File: src/hw/rtl/srs_pkg.sv
package srs_pkg;

	localparam int RAIL_COUNT = 8;
	localparam int RAIL_W     = (RAIL_COUNT > 1) ? $clog2(RAIL_COUNT) : 1;
	localparam int SWITCH_W   = 8;
	localparam int SW_IDX_W   = 3;

	// floor(x / 100) == (x * RAMP_RECIP) >> RAMP_RECIP_SH for any 32-bit x
	localparam logic [31:0] RAMP_RECIP    = 32'h51EB851F;
	localparam int          RAMP_RECIP_SH = 37;

	localparam int CAP_VOLT   = 0;
	localparam int CAP_AMP    = 1;
	localparam int CAP_SWITCH = 2;
	localparam int CAP_ACTLOW = 3;
	localparam int CAP_RAMPED = 4;

	localparam logic [2:0] ST_DOWN     = 3'd0;
	localparam logic [2:0] ST_UP       = 3'd1;
	localparam logic [2:0] ST_RAMPUP   = 3'd2;
	localparam logic [2:0] ST_RAMPDOWN = 3'd3;
	localparam logic [2:0] ST_MAX      = 3'd5;

	localparam logic [1:0] AL_NONE        = 2'd0;
	localparam logic [1:0] AL_OVERCURRENT = 2'd1;
	localparam logic [1:0] AL_UNDERVOLT   = 2'd2;
	localparam logic [1:0] AL_OVERVOLT    = 2'd3;

	localparam logic [1:0] RC_OK      = 2'd0;
	localparam logic [1:0] RC_INVALID = 2'd1;
	localparam logic [1:0] RC_NA      = 2'd2;

	localparam logic [3:0] AVG_SHIFT_RESET = 4'd4;

	typedef enum logic [2:0] {
		OP_LOAD_CAPS  = 3'd0,
		OP_SET_VOLT   = 3'd1,
		OP_SET_AMP    = 3'd2,
		OP_ON         = 3'd3,
		OP_OFF        = 3'd4,
		OP_CHECK      = 3'd5,
		OP_SET_STATUS = 3'd6,
		OP_READ       = 3'd7
	} op_t;

	typedef struct packed {
		logic [4:0]  caps;
		logic [15:0] low;
		logic [15:0] high;
		logic [15:0] amp;
		logic [2:0]  status;
		logic [1:0]  alarm;
	} entry_t;

	typedef struct packed {
		op_t         op;
		logic [3:0]  rail;
		logic [4:0]  caps;
		logic [15:0] low;
		logic [15:0] high;
		logic [15:0] amp;
		logic [2:0]  new_status;
		logic        force_off;
	} cmd_t;

	typedef struct packed {
		logic [1:0]          code;
		logic [2:0]          status;
		logic [1:0]          alarm;
		logic [SWITCH_W-1:0] switch_lines;
		logic [15:0]         low;
		logic [15:0]         high;
		logic [15:0]         amp;
		logic [4:0]          caps;
	} result_t;

	typedef struct packed {
		logic                wr_en;
		logic [RAIL_W-1:0]   addr;
		entry_t              entry;
		logic [SWITCH_W-1:0] switch_lines;
	} upd_t;

endpackage

File: src/hw/rtl/supply_rail_supervisor_core.sv
// Supervisor for eight supply rails held in a small rail table with a
// registered read. Each command beat goes through these steps from acceptance to its
// result: a table read at the accepting edge (with the sums shifted by
// average_shift), a stage for the divide-by-100 reciprocal multiply used by
// ramped rails, and a read-modify-write that updates the entry and loads the
// result register.
// A new command is taken once the previous one has written back, so the
// block does not overlap commands; a waiting result does not hold off the
// next command, only its own write-back. No clearing pass follows reset:
// per-entry valid bits make unwritten rails read as reset.
// average_shift is written through the cfg channel, which is always ready.
module supply_rail_supervisor_core (
	input  logic                          clk,
	input  logic                          arst_n,

	input  logic                          cfg_valid,
	output logic                          cfg_ready,
	input  logic [3:0]                    cfg_data,

	input  logic                          in_valid,
	output logic                          in_stall,
	input  logic [2:0]                    opcode,
	input  logic [3:0]                    rail,
	input  logic [4:0]                    caps,
	input  logic [15:0]                   volt_low_limit,
	input  logic [15:0]                   volt_high_limit,
	input  logic [15:0]                   amp_limit,
	input  logic [2:0]                    new_status,
	input  logic                          force_req,
	input  logic [31:0]                   voltage_sum,
	input  logic [31:0]                   current_sum,

	output logic                          out_valid,
	input  logic                          out_stall,
	output logic [1:0]                    result_code,
	output logic [2:0]                    rail_status,
	output logic [1:0]                    rail_alarm,
	output logic [srs_pkg::SWITCH_W-1:0]  switch_lines,
	output logic [15:0]                   read_low_limit,
	output logic [15:0]                   read_high_limit,
	output logic [15:0]                   read_amp_limit,
	output logic [4:0]                    read_caps
);

	typedef enum logic [1:0] {
		S_IDLE,
		S_MUL,
		S_WB
	} state_t;

	state_t                        state_q;
	logic [3:0]                    shift_q;
	srs_pkg::cmd_t                 cmd_q;
	logic [31:0]                   volt_avg_q;
	logic [31:0]                   amp_avg_q;
	logic [63:0]                   volt_prod_s2;
	logic [srs_pkg::SWITCH_W-1:0]  switch_q;
	logic                          out_valid_q;
	srs_pkg::result_t              res_q;

	logic                          in_accept;
	logic                          slot_free;
	logic                          wb_go;
	srs_pkg::entry_t               rd_entry;
	srs_pkg::upd_t                 upd;
	srs_pkg::result_t              res;

	assign cfg_ready = 1'b1;
	assign in_stall  = (state_q != S_IDLE);
	assign in_accept = in_valid && !in_stall;
	assign slot_free = !out_valid_q || !out_stall;
	assign wb_go     = (state_q == S_WB) && slot_free;

	srs_rail_mem u_mem (
		.clk      (clk),
		.arst_n   (arst_n),
		.rd_en    (in_accept),
		.rd_addr  (rail[srs_pkg::RAIL_W-1:0]),
		.rd_entry (rd_entry),
		.wr_en    (wb_go && upd.wr_en),
		.wr_addr  (upd.addr),
		.wr_entry (upd.entry)
	);

	srs_update u_upd (
		.cmd        (cmd_q),
		.entry      (rd_entry),
		.volt_avg   (volt_avg_q),
		.amp_avg    (amp_avg_q),
		.volt_prod  (volt_prod_s2),
		.switch_cur (switch_q),
		.upd        (upd),
		.res        (res)
	);

	// command and averaged sums, captured with the beat
	always_ff @(posedge clk) begin
		if (in_accept) begin
			cmd_q.op         <= srs_pkg::op_t'(opcode);
			cmd_q.rail       <= rail;
			cmd_q.caps       <= caps;
			cmd_q.low        <= volt_low_limit;
			cmd_q.high       <= volt_high_limit;
			cmd_q.amp        <= amp_limit;
			cmd_q.new_status <= new_status;
			cmd_q.force_off  <= force_req;
			volt_avg_q       <= voltage_sum >> shift_q;
			amp_avg_q        <= current_sum >> shift_q;
		end
		if (state_q == S_MUL) begin
			volt_prod_s2 <= {32'b0, volt_avg_q} * {32'b0, srs_pkg::RAMP_RECIP};
		end
	end

	always_ff @(posedge clk or negedge arst_n) begin
		if (!arst_n) begin
			state_q     <= S_IDLE;
			shift_q     <= srs_pkg::AVG_SHIFT_RESET;
			switch_q    <= '0;
			out_valid_q <= 1'b0;
			res_q       <= '0;
		end else begin
			if (cfg_valid && cfg_ready) begin
				shift_q <= cfg_data;
			end
			if (wb_go) begin
				out_valid_q <= 1'b1;
			end else if (out_valid_q && !out_stall) begin
				out_valid_q <= 1'b0;
			end
			case (state_q)
				S_IDLE: begin
					if (in_accept) begin
						state_q <= S_MUL;
					end
				end
				S_MUL: begin
					state_q <= S_WB;
				end
				S_WB: begin
					// hold until the result register can take the beat
					if (slot_free) begin
						switch_q    <= upd.switch_lines;
						res_q       <= res;
						state_q     <= S_IDLE;
					end
				end
				default: begin
					state_q <= S_IDLE;
				end
			endcase
		end
	end

	assign out_valid       = out_valid_q;
	assign result_code     = res_q.code;
	assign rail_status     = res_q.status;
	assign rail_alarm      = res_q.alarm;
	assign switch_lines    = res_q.switch_lines;
	assign read_low_limit  = res_q.low;
	assign read_high_limit = res_q.high;
	assign read_amp_limit  = res_q.amp;
	assign read_caps       = res_q.caps;

endmodule

File: src/hw/rtl/srs_rail_mem.sv
module srs_rail_mem (
	input  logic                      clk,
	input  logic                      arst_n,
	input  logic                      rd_en,
	input  logic [srs_pkg::RAIL_W-1:0] rd_addr,
	output srs_pkg::entry_t           rd_entry,
	input  logic                      wr_en,
	input  logic [srs_pkg::RAIL_W-1:0] wr_addr,
	input  srs_pkg::entry_t           wr_entry
);

	srs_pkg::entry_t                      mem_q [srs_pkg::RAIL_COUNT];
	logic [srs_pkg::RAIL_COUNT-1:0]       valid_q;
	srs_pkg::entry_t                      rd_data_q;
	logic                                 rd_valid_q;

	always_ff @(posedge clk) begin
		if (wr_en) begin
			mem_q[wr_addr] <= wr_entry;
		end
		if (rd_en) begin
			rd_data_q <= mem_q[rd_addr];
		end
	end

	always_ff @(posedge clk or negedge arst_n) begin
		if (!arst_n) begin
			valid_q    <= '0;
			rd_valid_q <= 1'b0;
		end else begin
			if (wr_en) begin
				valid_q[wr_addr] <= 1'b1;
			end
			if (rd_en) begin
				rd_valid_q <= valid_q[rd_addr];
			end
		end
	end

	// an entry never written reads as its reset value: all zero, down, no alarm
	assign rd_entry = rd_valid_q ? rd_data_q : '0;

endmodule

File: src/hw/rtl/srs_update.sv
module srs_update (
	input  srs_pkg::cmd_t                  cmd,
	input  srs_pkg::entry_t                entry,
	input  logic [31:0]                    volt_avg,
	input  logic [31:0]                    amp_avg,
	input  logic [63:0]                    volt_prod,
	input  logic [srs_pkg::SWITCH_W-1:0]   switch_cur,
	output srs_pkg::upd_t                  upd,
	output srs_pkg::result_t               res
);

	localparam int SW_BITS = srs_pkg::SWITCH_W;

	function automatic logic [15:0] sat16(input logic [31:0] v);
		sat16 = (|v[31:16]) ? 16'hFFFF : v[15:0];
	endfunction

	logic                  rail_ok;
	logic                  ramped;
	logic                  line_ok;
	logic [SW_BITS-1:0]    line_mask;
	logic [26:0]           volt_div;
	logic [15:0]           volt_val;
	logic [15:0]           amp_val;
	logic [1:0]            alarm_chk;
	logic [1:0]            code;
	srs_pkg::entry_t       ent_n;
	logic [srs_pkg::SWITCH_W-1:0] sw_n;

	assign rail_ok   = {1'b0, cmd.rail} < 5'(srs_pkg::RAIL_COUNT);
	assign ramped    = entry.caps[srs_pkg::CAP_RAMPED];
	assign line_ok   = {1'b0, cmd.rail} < 5'(srs_pkg::SWITCH_W);
	assign line_mask = line_ok ? (SW_BITS'(1) << cmd.rail[srs_pkg::SW_IDX_W-1:0]) : '0;

	assign volt_div = volt_prod[63:srs_pkg::RAMP_RECIP_SH];
	assign volt_val = ramped ? sat16({5'b0, volt_div}) : sat16(volt_avg);
	assign amp_val  = sat16(amp_avg);

	// overcurrent first, then under- and overvoltage
	always_comb begin
		alarm_chk = srs_pkg::AL_NONE;
		if (entry.status != srs_pkg::ST_DOWN) begin
			if ((entry.caps[srs_pkg::CAP_AMP] || ramped) && amp_val >= entry.amp) begin
				alarm_chk = srs_pkg::AL_OVERCURRENT;
			end else if (entry.status == srs_pkg::ST_UP &&
			             (entry.caps[srs_pkg::CAP_VOLT] || ramped)) begin
				if (volt_val <= entry.low) begin
					alarm_chk = srs_pkg::AL_UNDERVOLT;
				end else if (volt_val >= entry.high) begin
					alarm_chk = srs_pkg::AL_OVERVOLT;
				end
			end
		end
	end

	always_comb begin
		ent_n = entry;
		sw_n  = switch_cur;
		code  = srs_pkg::RC_OK;
		case (cmd.op)
			srs_pkg::OP_LOAD_CAPS: begin
				ent_n.caps = cmd.caps;
			end
			srs_pkg::OP_SET_VOLT: begin
				if (!entry.caps[srs_pkg::CAP_VOLT] && !ramped) begin
					code = srs_pkg::RC_NA;
				end else begin
					ent_n.low  = cmd.low;
					ent_n.high = cmd.high;
				end
			end
			srs_pkg::OP_SET_AMP: begin
				if (!entry.caps[srs_pkg::CAP_AMP] && !ramped) begin
					code = srs_pkg::RC_NA;
				end else begin
					ent_n.amp = cmd.amp;
				end
			end
			srs_pkg::OP_ON: begin
				if (!entry.caps[srs_pkg::CAP_SWITCH] && !ramped) begin
					code = srs_pkg::RC_NA;
				end else if (entry.status != srs_pkg::ST_UP &&
				             entry.alarm == srs_pkg::AL_NONE) begin
					// on level is high unless the switch is active-low
					if (entry.caps[srs_pkg::CAP_ACTLOW]) begin
						sw_n = switch_cur & ~line_mask;
					end else begin
						sw_n = switch_cur | line_mask;
					end
					ent_n.status = ramped ? srs_pkg::ST_RAMPUP : srs_pkg::ST_UP;
				end
			end
			srs_pkg::OP_OFF: begin
				if (!entry.caps[srs_pkg::CAP_SWITCH] && !ramped) begin
					code = srs_pkg::RC_NA;
				end else if (entry.status != srs_pkg::ST_DOWN || cmd.force_off) begin
					if (ramped) begin
						ent_n.status = srs_pkg::ST_RAMPDOWN;
					end else begin
						if (entry.caps[srs_pkg::CAP_ACTLOW]) begin
							sw_n = switch_cur | line_mask;
						end else begin
							sw_n = switch_cur & ~line_mask;
						end
						ent_n.status = srs_pkg::ST_DOWN;
					end
				end
			end
			srs_pkg::OP_CHECK: begin
				ent_n.alarm = alarm_chk;
			end
			srs_pkg::OP_SET_STATUS: begin
				if (cmd.new_status > srs_pkg::ST_MAX) begin
					code = srs_pkg::RC_NA;
				end else begin
					ent_n.status = cmd.new_status;
				end
			end
			srs_pkg::OP_READ: begin
				ent_n = entry;
			end
			default: begin
				ent_n = entry;
			end
		endcase
	end

	always_comb begin
		upd.wr_en        = rail_ok;
		upd.addr         = cmd.rail[srs_pkg::RAIL_W-1:0];
		upd.entry        = ent_n;
		upd.switch_lines = rail_ok ? sw_n : switch_cur;
		if (rail_ok) begin
			res.code   = code;
			res.status = ent_n.status;
			res.alarm  = ent_n.alarm;
			res.low    = ent_n.low;
			res.high   = ent_n.high;
			res.amp    = ent_n.amp;
			res.caps   = ent_n.caps;
		end else begin
			res.code   = srs_pkg::RC_INVALID;
			res.status = '0;
			res.alarm  = '0;
			res.low    = '0;
			res.high   = '0;
			res.amp    = '0;
			res.caps   = '0;
		end
		res.switch_lines = upd.switch_lines;
	end

endmodule
File: config.mk
export PLATFORM = sky130hd
export DESIGN_NAME = supply_rail_supervisor_core
export DESIGN_NICKNAME = d
export VERILOG_FILES = /design/src/hw/rtl/srs_pkg.sv /design/src/hw/rtl/supply_rail_supervisor_core.sv /design/src/hw/rtl/srs_rail_mem.sv /design/src/hw/rtl/srs_update.sv
export SDC_FILE = /design/constraint.sdc
export NUM_CORES = 2
export LEC_CHECK = 0
export ABC_CLOCK_PERIOD_IN_PS = 8400
export BUFFER_PORTS_ARGS = -buffer_cell sky130_fd_sc_hd__buf_2
export CORE_MARGIN = 2
export CORE_UTILIZATION = 57
export DETAILED_ROUTE_END_ITERATION = 8
export HOLD_SLACK_MARGIN = 0.1
export MAX_ROUTING_LAYER = met4
export PLACE_DENSITY = 0.88
export SLEW_MARGIN = 20
export SYNTH_ARGS = -nofsm -noshare
export SYNTH_HDL_FRONTEND = slang
export SYNTH_SLANG_ARGS = --single-unit
File: constraint.sdc
create_clock -name clk -period 8.4 [get_ports clk]
set_input_delay 0 -clock clk [delete_from_list [all_inputs] [get_ports clk]]
set_output_delay 0 -clock clk [all_outputs]
set_load 0.005 [all_outputs]
==> metrics.cfg <==
[outcome]
run_status=completed

[min_path]
hp-class=input port to register

[die]
start_util_pct=57.3
die_h_um=296
core_um2=84900
fp-row-count=107
die-area_um2=87600
ioPinCount=208
die_w_um=296

[clock_network]
clock_latency_ps=670
cts_made_buffers=73
cts-root-buf=clkbuf_16
path_clk_slew_ps=70
htreeDepth=3
cts_tree=yes
clkSinkCount=760
clock_path_buffers=3

[global_routing]
globalRouteOverflowTotal=0
grt_pass1_vias=34000
track_usage_pct=36.2
grt_pass1_wl_mm=221
grt_max_degree=87
antenna_found_initial=3

[critical_path]
critPathKind=register to register
crit_fanout=11
required_ps=8770
crit_arrival_ps=8590
start_kind=register
cp-end-kind=register

[synthesis]
seq_area_frac_synth_pct=46.1
yosysWarnings=0
syn_nets=4520
syn_inst=3545
synth_area_per_cell_um2=13.7
synth_edf_count=676
ys_types=67
synthFlopType=edfxtp_1
syn_area_um2=48600
synthArstFlopShare_pct=11.1
synth_seq_cells=760

[sta]
maxSlewHeadroom_pct=18.0
fin_ws_ps=188
rsz0062_at_grt=false
worst_hold_slack_ps=104
post-route-period-util_pct=97.8
finalSetupViolCount=0
period_minus_slack_ps=8210
finalMaxSlewViolations=0
fin_worst_skew_ps=51.4
max_freq_mhz=122
hold_viol=0
tns_ps=0
tightest_slew_ps=1220

[drt]
num_vias=32800
via_per_inst=6.42
drc=0
routed_wl_mm=150
dr.first_iter.drc_count=4846
first_pass_iters=7
wl_per_cell_um=29.5
ant_nets=0

[layout]
area_growth_pct=13.0
final_cell_mix=676 x edfxtp_1, 625 x inv_1, 449 x ha_1
drive_gt1_share_pct=16.5
final_common_cell=edfxtp_1
final_nets=4869
fillers=5673
fin_cells=5102

[place]
dpl.cell_count=4824
hpwl_mm=95.5
io_buffers=206
gp_congestion=0.984
pre_cts_slack_ps=377

[run]
drv_cap=0

layer usage:
layer	up-vias	wire length, um	track usage, %
met5	-	0	-
met3	699	16800	7.59
met1	16200	52900	45.0
li1	13200	-	-
met2	2736	70300	56.1
met4	0	10300	19.5
through the flow:
step,area (um^2),utilization (%)
final,54900,64.7
after global routing,54900,64.7
after CTS,54900,64.7
after detailed placement,51000,60.1
after global placement,51000,60.1
after floorplan,48600,-
path summary, 6_finish.rpt:
| check | start | slack (ps) | depth (start not counted) | to |
|---|---|---|---|---|
| worst max-delay path | volt_avg_q[14]$_DFFE_PP_ | 190 | 22 | volt_prod_s2[62]$_DFFE_PN_ |
| min in group asynchronous | arst_n | 640 | 4 | read_amp_limit[12]$_DFFE_PN0P_ |
| max in group asynchronous | arst_n | 7040 | 4 | shift_q[3]$_DFFE_PN0P_ |
| worst min-delay path | current_sum[22] | 100 | 3 | amp_avg_q[11]$_DFFE_PP_ |
| worst min register to register | u_mem.valid_q[4]$_DFFE_PN0P_ | 480 | 1 | u_mem.valid_q[4]$_DFFE_PN0P_ |
| worst max register to register | volt_avg_q[14]$_DFFE_PP_ | 190 | 22 | volt_prod_s2[62]$_DFFE_PN_ |
critical path, stage by stage, from the launching register on:
cell	delay (ps)
edfxtp_1	700
ha_1	460
inv_1	90
fa_1	490
inv_1	50
fa_1	480
fa_1	510
fa_1	570
fa_1	450
fa_1	490
inv_1	50
fa_1	510
inv_1	40
ha_1	300
nand4_1	230
nor3_2	520
o2111ai_1	230
a31oi_1	290
o21ba_1	400
or4b_4	250
a41oi_2	180
o311ai_1	520
xnor2_1	160
final cells by class:
class / instances / area [um^2] / share of cell area (%)
multi-input cells: 2045 / 23500 / 42.8
flip-flops and latches: 760 / 22400 / 40.8
repair buffers: 388 / 2750 / 5.01
inverters: 626 / 2350 / 4.28
clock buffers: 93 / 1940 / 3.54
well taps: 1144 / 1430 / 2.61
clock inverters: 41 / 539 / 0.982
diodes: 5 / 12.5 / 0.0228
cell families after synthesis:
| kind of cell | after synthesis | synth area share [%] |
|---|---|---|
| adders and majority gates | 838 | 27.6 |
| xor gates and xnor gates | 29 | 0.523 |
| muxes | 284 | 9.91 |
| AOI/OAI and AO/OA | 447 | 5.99 |
| buffers and inverters | 740 | 5.73 |
| other | 1 | 0.00772 |
| and+or+nand+nor | 446 | 4.16 |
| DFF | 760 | 46.1 |
Yosys cell counts (7+ instances only):
| cell | instances | area, um^2 |
|---|---|---|
| a211oi_1 | 19 | 143 |
| a21o_1 | 55 | 413 |
| a21oi_1 | 115 | 576 |
| a22o_1 | 56 | 490 |
| a31oi_1 | 10 | 62.6 |
| and2_1 | 11 | 68.8 |
| buf_1 | 27 | 101 |
| clkbuf_1 | 85 | 319 |
| dfrtp_1 | 83 | 2080 |
| edfxtp_1 | 676 | 20300 |
| fa_1 | 389 | 7790 |
| ha_1 | 449 | 5620 |
| inv_1 | 625 | 2350 |
| mux2_2 | 86 | 968 |
| mux2i_1 | 49 | 490 |
| mux4_2 | 149 | 3360 |
| nand2_1 | 204 | 766 |
| nand2b_1 | 11 | 68.8 |
| nand3_1 | 21 | 105 |
| nand4_1 | 17 | 106 |
| nor2_1 | 95 | 357 |
| nor2b_1 | 14 | 87.6 |
| nor3_1 | 13 | 65.1 |
| nor4_1 | 8 | 50.1 |
| o211ai_1 | 7 | 52.6 |
| o21a_1 | 13 | 97.6 |
| o21ai_0 | 107 | 536 |
| o22a_1 | 15 | 131 |
| o22ai_1 | 10 | 62.6 |
| or2_2 | 31 | 194 |
| xnor2_1 | 15 | 131 |
| xor2_1 | 14 | 123 |
state kept, by name, indices dropped and copies added (netlist names), 4 cells and up, named ones only:
name and flops:
amp_avg_q 32, cmd_q 64, read_amp_limit 16, read_caps 5, read_high_limit 16, read_low_limit 16, shift_q 4, u_mem.mem_q 464
u_mem.rd_data_q 58, u_mem.valid_q 8, volt_avg_q 32, volt_prod_s2 26
what timing repair did:
item,CTS,global route
hold endpoints to repair,186,1
hold buffers,137,1
setup buffers,0,1
gates resized for setup,0,1
endpoints found under the setup margin,0,10
Power is left out: the tool's default activity adds up to more than one toggle a clock period on the data nets, which glitch-free logic cannot reach.
